[src/sv/lcs_pkg.sv]
// ----------------------------------------------------------------------------
// lcs_pkg
// Shared types and constants for the streaming linear convolution block.
// ----------------------------------------------------------------------------
package lcs_pkg;

  localparam int unsigned DataW     = 16;
  localparam int unsigned ProdW     = 2 * DataW;
  localparam int unsigned AccW      = 35;
  localparam int unsigned NumCoef   = 5;
  localparam int unsigned CoefIdxW  = 3;
  localparam int unsigned TapsDef   = 5;
  localparam int unsigned FifoDepth = 4;
  localparam int unsigned FifoPtrW  = $clog2(FifoDepth);
  localparam int unsigned FifoCntW  = $clog2(FifoDepth + 1);

  typedef logic signed [DataW-1:0] data_t;
  typedef data_t [NumCoef-1:0] coef_arr_t;

  // one operation for the datapath: a sample to push, with end-of-signal mark
  typedef struct packed {
    data_t value;
    logic  last;
  } lcs_op_t;

endpackage

[src/sv/lcs_front.sv]
// ----------------------------------------------------------------------------
// lcs_front
// Accepts samples and expands a final sample into its zero-fed tail.
// ----------------------------------------------------------------------------
module lcs_front
  import lcs_pkg::*;
#(
  parameter int unsigned TAPS = TapsDef
) (
  input  logic    clk_i,
  input  logic    rst_ni,
  input  logic    in_valid_i,
  output logic    in_stall_o,
  input  data_t   sample_i,
  input  logic    final_sample_i,
  input  logic    fifo_full_i,
  output logic    push_o,
  output lcs_op_t op_o
);

  localparam int unsigned CntW = $clog2(TAPS);

  logic [CntW-1:0] tail_cnt_q, tail_cnt_d;
  logic            tail_active;
  logic            accept;

  assign tail_active = (tail_cnt_q != '0);
  assign in_stall_o  = tail_active || fifo_full_i;
  assign accept      = in_valid_i && !in_stall_o;

  always_comb begin
    tail_cnt_d = tail_cnt_q;
    push_o     = 1'b0;
    op_o.value = sample_i;
    op_o.last  = 1'b0;
    if (tail_active) begin
      // zero beats that flush the delay line, last one closes the signal
      op_o.value = '0;
      op_o.last  = (tail_cnt_q == CntW'(1));
      if (!fifo_full_i) begin
        push_o     = 1'b1;
        tail_cnt_d = tail_cnt_q - 1'b1;
      end
    end else if (accept) begin
      push_o = 1'b1;
      if (final_sample_i) begin
        tail_cnt_d = CntW'(TAPS - 1);
      end
    end
  end

  always_ff @(posedge clk_i or negedge rst_ni) begin
    if (!rst_ni) begin
      tail_cnt_q <= '0;
    end else begin
      tail_cnt_q <= tail_cnt_d;
    end
  end

endmodule

[src/sv/lcs_fifo.sv]
// ----------------------------------------------------------------------------
// lcs_fifo
// Short queue of operations between the front and the datapath.
// ----------------------------------------------------------------------------
module lcs_fifo
  import lcs_pkg::*;
(
  input  logic    clk_i,
  input  logic    rst_ni,
  input  logic    push_i,
  input  lcs_op_t push_data_i,
  input  logic    pop_i,
  output lcs_op_t pop_data_o,
  output logic    full_o,
  output logic    empty_o
);

  lcs_op_t               mem_q [FifoDepth];
  logic [FifoPtrW-1:0]   wr_ptr_q, rd_ptr_q;
  logic [FifoCntW-1:0]   cnt_q;
  logic                  do_push, do_pop;

  assign full_o     = (cnt_q == FifoCntW'(FifoDepth));
  assign empty_o    = (cnt_q == '0);
  assign do_push    = push_i && !full_o;
  assign do_pop     = pop_i && !empty_o;
  assign pop_data_o = mem_q[rd_ptr_q];

  always_ff @(posedge clk_i) begin
    if (do_push) begin
      mem_q[wr_ptr_q] <= push_data_i;
    end
  end

  always_ff @(posedge clk_i or negedge rst_ni) begin
    if (!rst_ni) begin
      wr_ptr_q <= '0;
      rd_ptr_q <= '0;
      cnt_q    <= '0;
    end else begin
      if (do_push) begin
        wr_ptr_q <= wr_ptr_q + 1'b1;
      end
      if (do_pop) begin
        rd_ptr_q <= rd_ptr_q + 1'b1;
      end
      if (do_push && !do_pop) begin
        cnt_q <= cnt_q + 1'b1;
      end else if (do_pop && !do_push) begin
        cnt_q <= cnt_q - 1'b1;
      end
    end
  end

endmodule

[src/sv/lcs_back.sv]
// ----------------------------------------------------------------------------
// lcs_back
// Delay line, tap multipliers and adder tree with a registered output beat.
// ----------------------------------------------------------------------------
module lcs_back
  import lcs_pkg::*;
#(
  parameter int unsigned TAPS = TapsDef
) (
  input  logic                   clk_i,
  input  logic                   rst_ni,
  input  coef_arr_t              coef_i,
  input  logic                   fifo_empty_i,
  input  lcs_op_t                op_i,
  output logic                   pop_o,
  output logic                   out_valid_o,
  input  logic                   out_stall_i,
  output logic signed [AccW-1:0] conv_value_o,
  output logic                   conv_last_o
);

  localparam int unsigned HistD = TAPS - 1;

  data_t                   hist_q [HistD];
  data_t                   taps_in [TAPS];
  logic signed [ProdW-1:0] prod_q [TAPS];
  logic                    prod_valid_q, prod_last_q;
  logic signed [AccW-1:0]  sum;
  logic signed [AccW-1:0]  out_value_q;
  logic                    out_valid_q, out_last_q;
  logic                    advance;

  // whole pipeline holds only while a finished beat is stalled
  assign advance = !(out_valid_q && out_stall_i);
  assign pop_o   = advance && !fifo_empty_i;

  always_comb begin
    taps_in[0] = op_i.value;
    for (int k = 1; k < TAPS; k++) begin
      taps_in[k] = hist_q[k-1];
    end
  end

  always_comb begin
    sum = '0;
    for (int k = 0; k < TAPS; k++) begin
      sum = sum + AccW'(prod_q[k]);
    end
  end

  always_ff @(posedge clk_i or negedge rst_ni) begin
    if (!rst_ni) begin
      for (int i = 0; i < HistD; i++) begin
        hist_q[i] <= '0;
      end
    end else if (pop_o) begin
      hist_q[0] <= op_i.value;
      for (int i = 1; i < HistD; i++) begin
        hist_q[i] <= hist_q[i-1];
      end
    end
  end

  always_ff @(posedge clk_i) begin
    if (advance) begin
      for (int k = 0; k < TAPS; k++) begin
        prod_q[k] <= coef_i[k] * taps_in[k];
      end
      prod_last_q <= op_i.last;
      out_value_q <= sum;
      out_last_q  <= prod_last_q;
    end
  end

  always_ff @(posedge clk_i or negedge rst_ni) begin
    if (!rst_ni) begin
      prod_valid_q <= 1'b0;
      out_valid_q  <= 1'b0;
    end else if (advance) begin
      prod_valid_q <= pop_o;
      out_valid_q  <= prod_valid_q;
    end
  end

  assign out_valid_o  = out_valid_q;
  assign conv_value_o = out_value_q;
  assign conv_last_o  = out_last_q;

endmodule

[src/sv/linear_convolution_stream.sv]
// ----------------------------------------------------------------------------
// linear_convolution_stream
// Streaming full linear convolution of a sample stream with a short kernel.
// ----------------------------------------------------------------------------
// Usage:
//   Kernel taps coef_0..coef_4 are written over the cfg channel (index 0..4,
//   other indexes are ignored); cfg_ready_o is always high. Write taps only
//   while no signal is in flight.
//   Samples enter on in_valid_i/in_stall_o, one beat per cycle while
//   in_stall_o is low. Each sample gives one result beat; a beat with
//   final_sample_i set is followed by TAPS-1 tail results and the last of
//   these carries conv_last_o. While the tail is generated the input is
//   stalled. An accepted sample passes through the queue entry, the tap
//   product registers and the adder tree into the output register.
//   Throughput is one result per cycle while out_stall_i is low, set by the
//   single product stage and single adder stage. A 4-entry queue decouples
//   input from the datapath; when out_stall_i holds the output beat the
//   datapath freezes and the queue keeps accepting samples until it fills.
//   Reset clears the taps to zero, the delay line, the queue and all valids.
// ----------------------------------------------------------------------------
module linear_convolution_stream
  import lcs_pkg::*;
#(
  parameter int unsigned TAPS = TapsDef
) (
  input  logic                   clk_i,
  input  logic                   rst_ni,
  input  logic                   cfg_valid_i,
  output logic                   cfg_ready_o,
  input  logic [CoefIdxW-1:0]    cfg_index_i,
  input  data_t                  cfg_data_i,
  input  logic                   in_valid_i,
  output logic                   in_stall_o,
  input  data_t                  sample_i,
  input  logic                   final_sample_i,
  output logic                   out_valid_o,
  input  logic                   out_stall_i,
  output logic signed [AccW-1:0] conv_value_o,
  output logic                   conv_last_o
);

  coef_arr_t coef_q;
  lcs_op_t   push_op, pop_op;
  logic      push, pop, fifo_full, fifo_empty;

  assign cfg_ready_o = 1'b1;

  always_ff @(posedge clk_i or negedge rst_ni) begin
    if (!rst_ni) begin
      coef_q <= '0;
    end else if (cfg_valid_i && cfg_ready_o && (cfg_index_i < CoefIdxW'(NumCoef))) begin
      coef_q[cfg_index_i] <= cfg_data_i;
    end
  end

  lcs_front #(
    .TAPS (TAPS)
  ) u_front (
    .clk_i          (clk_i),
    .rst_ni         (rst_ni),
    .in_valid_i     (in_valid_i),
    .in_stall_o     (in_stall_o),
    .sample_i       (sample_i),
    .final_sample_i (final_sample_i),
    .fifo_full_i    (fifo_full),
    .push_o         (push),
    .op_o           (push_op)
  );

  lcs_fifo u_fifo (
    .clk_i       (clk_i),
    .rst_ni      (rst_ni),
    .push_i      (push),
    .push_data_i (push_op),
    .pop_i       (pop),
    .pop_data_o  (pop_op),
    .full_o      (fifo_full),
    .empty_o     (fifo_empty)
  );

  lcs_back #(
    .TAPS (TAPS)
  ) u_back (
    .clk_i        (clk_i),
    .rst_ni       (rst_ni),
    .coef_i       (coef_q),
    .fifo_empty_i (fifo_empty),
    .op_i         (pop_op),
    .pop_o        (pop),
    .out_valid_o  (out_valid_o),
    .out_stall_i  (out_stall_i),
    .conv_value_o (conv_value_o),
    .conv_last_o  (conv_last_o)
  );

endmodule
[config.mk]
export PLATFORM = sky130hd
export DESIGN_NAME = linear_convolution_stream
export DESIGN_NICKNAME = d
export VERILOG_FILES = /design/src/sv/lcs_pkg.sv /design/src/sv/lcs_front.sv /design/src/sv/lcs_fifo.sv /design/src/sv/lcs_back.sv /design/src/sv/linear_convolution_stream.sv
export SDC_FILE = /design/constraint.sdc
export NUM_CORES = 2
export LEC_CHECK = 0
export ABC_AREA = 1
export CAP_MARGIN = 0
export CORE_MARGIN = 4
export CORE_UTILIZATION = 49
export DETAILED_ROUTE_END_ITERATION = 12
export DONT_BUFFER_PORTS = 1
export PLACE_DENSITY = 0.66
export SKIP_CTS_REPAIR_TIMING = 1
export SKIP_LAST_GASP = 1
export SYNTH_ARGS = -nofsm -noshare
export SYNTH_HDL_FRONTEND = slang
export SYNTH_SLANG_ARGS = --single-unit
[constraint.sdc]
create_clock -name clk_i -period 8.7 [get_ports clk_i]
set_input_delay 1.74 -clock clk_i [delete_from_list [all_inputs] [get_ports clk_i]]
set_output_delay 1.74 -clock clk_i [all_outputs]
set_load 0.005 [all_outputs]
# Word level (Yosys, flattened, before mapping)
# Memory sizes are Yosys's and may differ from the RTL's.
# Index checks and enable logic that the tools add are counted.
[word_totals]
output_inout_bits = 39
inputBits = 41
n_memories = 2
mem_bits_rw = 228
register_bits = 193
elab_cells = 78
[classes]
magnitude_cmp = 3
addsub = 9
n_mul = 5
n_eq_ne = 3
mux = 16
n_reduce_logical = 22
[memory_table]
columns = ["name", "words", "width", "rd", "rd_clocked_by_memory_dff", "wr", "line_no", "source"]
rows = [
  ["u_back.prod_q", 5, 32, 5, 0, 5, "lcs_back.sv:26", "logic signed [ProdW-1:0] prod_q [TAPS];"],
  ["u_fifo.mem_q", 4, 17, 1, 0, 1, "lcs_fifo.sv:18", "lcs_op_t mem_q [FifoDepth];"],
]
[op_table]
columns = ["cell", "n"]
rows = [
  ["multiplier 16 x 16 -> 32 bit", 5],
  ["bitwise mux 80 bit", 1],
  ["adder 35 x 32 -> 35 bit", 2],
  ["demux 16 bit (select 3 bit)", 1],
  ["adder 33 x 32 -> 34 bit", 1],
  ["adder 32 x 32 -> 33 bit", 1],
  ["two-way mux 3 bit", 6],
  ["two-way mux 17 bit", 1],
  ["two-way mux 16 bit", 1],
  ["logical AND 1 bit", 9],
  ["zero test 1 bit", 6],
  ["two-way mux 1 bit", 6],
  ["nonzero test 2 bit", 3],
  ["subtractor 3 x 1 -> 3 bit, second input constant", 2],
  ["adder 2 x 1 -> 2 bit, second input constant", 2],
  ["< comparator 3 x 4 -> 1 bit, second input constant", 1],
  ["adder 3 x 1 -> 3 bit, second input constant", 1],
  ["== test 3 x 1 -> 1 bit, second input constant", 1],
  ["== test 3 bit, second input constant", 1],
  ["greater-or-equal comparator 3 x 1 -> 1 bit, second input constant", 1],
  ["zero test 3 bit", 1],
  ["< comparator 3 bit, second input constant", 1],
  ["AND reduction 3 bit", 1],
  ["nonzero test 3 bit", 1],
  ["other kinds (2)", 2],
]

# Longest topological paths before layout
[depth]
ltp_word = 11
depth_mapped = 32
depth_no_buf = 29

# Hierarchy
# A second synthesis with hierarchy kept.
[hier_totals]
cells_unflattened = 8769
hier_area_um2 = 72868.6
[by_module_without_submodules]
columns = ["module", "cells_each", "area_per_inst_um2", "seq_area_each_um2", "n_inst"]
rows = [
  ["lcs_back", 8092, 65764.3, 7567.3, 1],
  ["lcs_fifo", 259, 3415.8, 2217.1, 1],
  ["linear_convolution_stream", 358, 3260.6, 2001.9, 1],
  ["lcs_front", 60, 427.9, 75.1, 1],
]

# Least setup slack after synthesis
# Ideal clock, no wire load.
[synth_path]
path_kind = "input port to flip-flop"
startpoint = "input out_stall_i"
endpoint = "register u_fifo.cnt_q[1]"
path_buffers = 2
stages = 8
setup_ns = 0.125
t_arrival_ns = 7.969
required_time_ns = 8.575
setup_slack_ns = 0.606
path_cell_list = "nand2_1 -> o31ai_4 -> buf_4 -> buf_4 -> ha_1 -> inv_1 -> fa_1 -> mux2_2"
[synth_between]
elab_chain_len = 7
elab_cells_between_ends = 9
classes_between = "1 x mux; 8 x reduce/logical"
[synth_lines]
columns = ["item", "line_no", "source"]
rows = [
  ["from (decl)", "linear_convolution_stream.sv:37", "input logic out_stall_i,"],
  ["logical AND 1 bit *", "lcs_back.sv:34", "assign advance = !(out_valid_q && out_stall_i);"],
  ["zero test 1 bit *", "lcs_back.sv:34", ""],
  ["logical AND 1 bit *", "lcs_back.sv:35", "assign pop_o = advance && !fifo_empty_i;"],
  ["logical AND 1 bit *", "lcs_fifo.sv:26", "assign do_pop = pop_i && !empty_o;"],
  ["zero test 1 bit", "lcs_fifo.sv:47", "if (do_push && !do_pop) begin"],
  ["logical AND 1 bit", "lcs_fifo.sv:47", ""],
  ["two-way mux 3 bit or nonzero test 2 bit (tied branches)", "n/a", ""],
  ["to (signal assigned)", "lcs_fifo.sv:48", "cnt_q <= cnt_q + 1'b1;"],
  ["to (signal assigned)", "lcs_fifo.sv:50", "cnt_q <= cnt_q - 1'b1;"],
  ["to (decl)", "lcs_fifo.sv:20", "logic [FifoCntW-1:0] cnt_q;"],
]
# Every way passes the cells marked *; elsewhere a longest branch is shown, timed or not.
# A chain may end at the register's enable or synchronous reset.

==> impl_metrics.py <==
metrics = {
    "sta": {
        "skew_ns": 0.0338,
        "max_freq_ghz": 0.141,
        "tightestPinTransition_ns": 1.18,
        "finalHoldViolations": 0,
        "period_share_pct": 81.4,
        "setup_viol": 0,
        "post-route-min-period_ns": 7.08,
        "rsz0062_at_grt": "no",
        "setup_tns_ns": 0,
        "drv_slew": 0,
        "relSlewSlack_pct": 21.3,
    },
    "min_path": {
        "min_from": "u_back.prod_last_q$_DFFE_PN_",
        "hold_path.class": "flip-flop to flip-flop",
        "hold_depth": 0,
    },
    "clock_tree": {
        "clock-sinks": 421,
        "cts_buffer_depth": 3,
        "clk_pin_slew_ns": 0.06,
        "htreeDepth": 2,
        "cts_buffers": 46,
        "clk_latency_ns": 0.61,
        "cts_tree": "yes",
        "clock-root-buffer": "clkbuf_16",
    },
    "routing": {
        "top_layer": "met4",
        "num_vias": 56020,
        "drt-total-wl_microns": 206000,
        "drt-initial-drc-count": 4050,
        "antenna_left": 0,
        "drt_pass1_iterations": 6,
        "via_per_inst": 5.19,
        "met1_length_microns": 84200,
        "dr_wl_met3_microns": 14000,
        "drc_errors": 0,
        "wl_met2_microns": 97500,
        "wire_per_inst_microns": 19.1,
    },
    "synthesis": {
        "syn_avg_cell_area_sq_um": 8.13,
        "ys_types": 46,
        "ys_ff_latch": 421,
        "synth_top_area_share_pct": 37.7,
        "netlist_top_cells_area": "fa_1, inv_1, nand2_1",
        "synthCells": 9017,
        "syn-cell-area_sq_um": 73300,
        "synth_ff_type": "edfxtp_1",
        "syn-num-nets": 10918,
        "ys_seq_area_share_pct": 16.2,
        "synth_top_cell_by_area": "fa_1",
        "synthArstFlopShare_pct": 37.1,
        "ys_warn_count": 0,
        "synth_edf_count": 265,
    },
    "place": {
        "io_buffers": 0,
        "dp_hpwl_microns": 170000,
        "gp_congestion": 0.957,
        "dp.cells": 10691,
    },
    "floorplanning": {
        "rows": 141,
        "die_x_microns": 395,
        "ioPinCount": 80,
        "coreArea_sq_um": 148000,
        "initial_utilization_pct": 49.4,
        "dieArea_sq_um": 156000,
        "die_y_microns": 395,
    },
    "critical_path": {
        "rr_worst_depth": 22,
        "cp.required_ns": 9.04,
        "criticalPathCategory": "flip-flop to flip-flop",
        "critPathLaunchType": "flip-flop",
        "arrival_ns": 7.41,
        "crit_fanout": 36,
        "startpoint": "u_fifo.rd_ptr_q[0]$_DFFE_PN0P_",
        "crit_path_end_kind": "flip-flop",
        "timing.rr.start": "u_fifo.rd_ptr_q[0]$_DFFE_PN0P_",
    },
    "finish": {
        "drive_above_1_share_pct": 2.24,
        "area_growth_pct": 4.40,
        "stdcell_count": 10787,
        "final_nets": 10710,
        "fillerInstances": 14106,
    },
    "run": {
        "max_cap_violations": 0,
    },
    "global_routing": {
        "overflow": 0,
        "antenna_found_initial": 13,
        "grt_pass1_wl_microns": 330000,
        "grt.total_usage_pct": 27.1,
        "grt_pass1_vias": 59405,
        "grt_max_degree": 157,
    },
    "outcome": {
        "outcome": "completed",
    },
}
-- synthesized netlist by cell type, drive strengths merged (14+ instances only) --
master	instances
buf	45
ha	481
a21boi	14
nand2	2324
nor2	480
nand3b	14
xnor2	38
inv	2470
clkbuf	277
edfxtp	265
xor2	109
o21bai	20
fa	1379
o21ai	256
a21oi	240
mux2	16
nor3	46
dfrtp	156
or2	35
nand3	246
nand4	63
-- sequential cells by signal, indices dropped and copies added, names as in the netlist --
signal	count
u_back.conv_value_o	35
u_back.prod_q	160
u_back.conv_last_o	1
u_back.prod_valid_q	1
u_front.tail_cnt_q	3
coef_q	80
u_back.hist_q	64
u_fifo.mem_q	68
u_back.out_valid_o	1
u_fifo.wr_ptr_q	2
u_fifo.cnt_q	3
u_back.prod_last_q	1
u_fifo.rd_ptr_q	2
-- final timing paths --
check,end,slack [ns]
min,u_back.conv_last_o$_DFFE_PN_,0.44
min reg2reg,u_back.conv_last_o$_DFFE_PN_,0.44
max reg2reg,u_back.prod_q[0][24]$_DFFE_PN_,1.62
max,u_back.prod_q[0][24]$_DFFE_PN_,1.62
min in group asynchronous,coef_q[30]$_DFFE_PN0P_,0.85
max in group asynchronous,coef_q[49]$_DFFE_PN0P_,7.29
-- final cells by class --
class	instances	area, sq um	area share, %
Timing Repair Buffer	66	508	0.664
Clock buffer	61	1310	1.71
Sequential cell	421	11900	15.5
Antenna cell	10	25.0	0.0327
Inverter	2477	9300	12.2
Clock inverter	25	245	0.321
Multi-Input combinational cell	5797	50800	66.4
Tap cell	1930	2410	3.16
-- routing by layer --
| layer | global-route usage, % | up-vias |
|---|---|---|
| li1 | - | 25786 |
| met1 | 35.5 | 27903 |
| met5 | 0 | - |
| met4 | 11.0 | 0 |
| met3 | 3.60 | 435 |
| met2 | 45.5 | 1896 |
-- through the flow --
step | setup WS, ns | area, sq um | hold slack, ns | util, %
after floorplan | 0.606 | 73300 | 0.400 | -
after global placement | 1.74 | 74900 | 0.414 | 50.5
after detailed placement | 1.66 | 74900 | 0.424 | 50.5
after CTS | 1.62 | 76500 | 0.439 | 51.6
after global routing | 1.07 | 76500 | 0.441 | 51.6
final | 1.62 | 76500 | 0.436 | 51.6
-- critical path, cell delays in order (launching register included) --
cell and delay (ns):
dfrtp_1 0.39, inv_2 0.44, nand2_1 0.11, nand3_1 0.12
nand2_1 0.49, nor2_1 0.35, inv_1 0.13, fa_1 0.54
inv_1 0.06, fa_1 0.80, fa_1 0.53, fa_1 0.50
fa_1 0.49, inv_1 0.05, fa_1 0.48, inv_1 0.05
ha_1 0.34, a21oi_1 0.27, o21ai_0 0.20, a21oi_1 0.24
nand3_1 0.11, nand2_1 0.07, nand2_1 0.05
-- cell families after synthesis --
kind of cell / synth area share, %
other cells: 0.00512
simple gates: 17.5
mux: 0.246
fa+ha+maj: 45.9
xor+xnor: 1.76
compound gates: 3.98
buf+inv: 14.5
flops: 16.2
-- cells in the final DEF (no fill, tap or decap), types with 38 or more instances in the layout --
cell type,instances
inv_1,2468
nand2_1,2319
fa_1,1379
ha_1,481
nor2_1,479
edfxtp_1,265
o21ai_0,255
nand3_1,246
a21oi_1,240
dfrtp_1,156
xor2_1,109
buf_4,65
nand4_1,63
clkbuf_16,49
nor3_1,45
xnor2_1,38
Power is left out: the tool's default activity adds up to more than one toggle a clock period on the data nets, which glitch-free logic cannot reach.
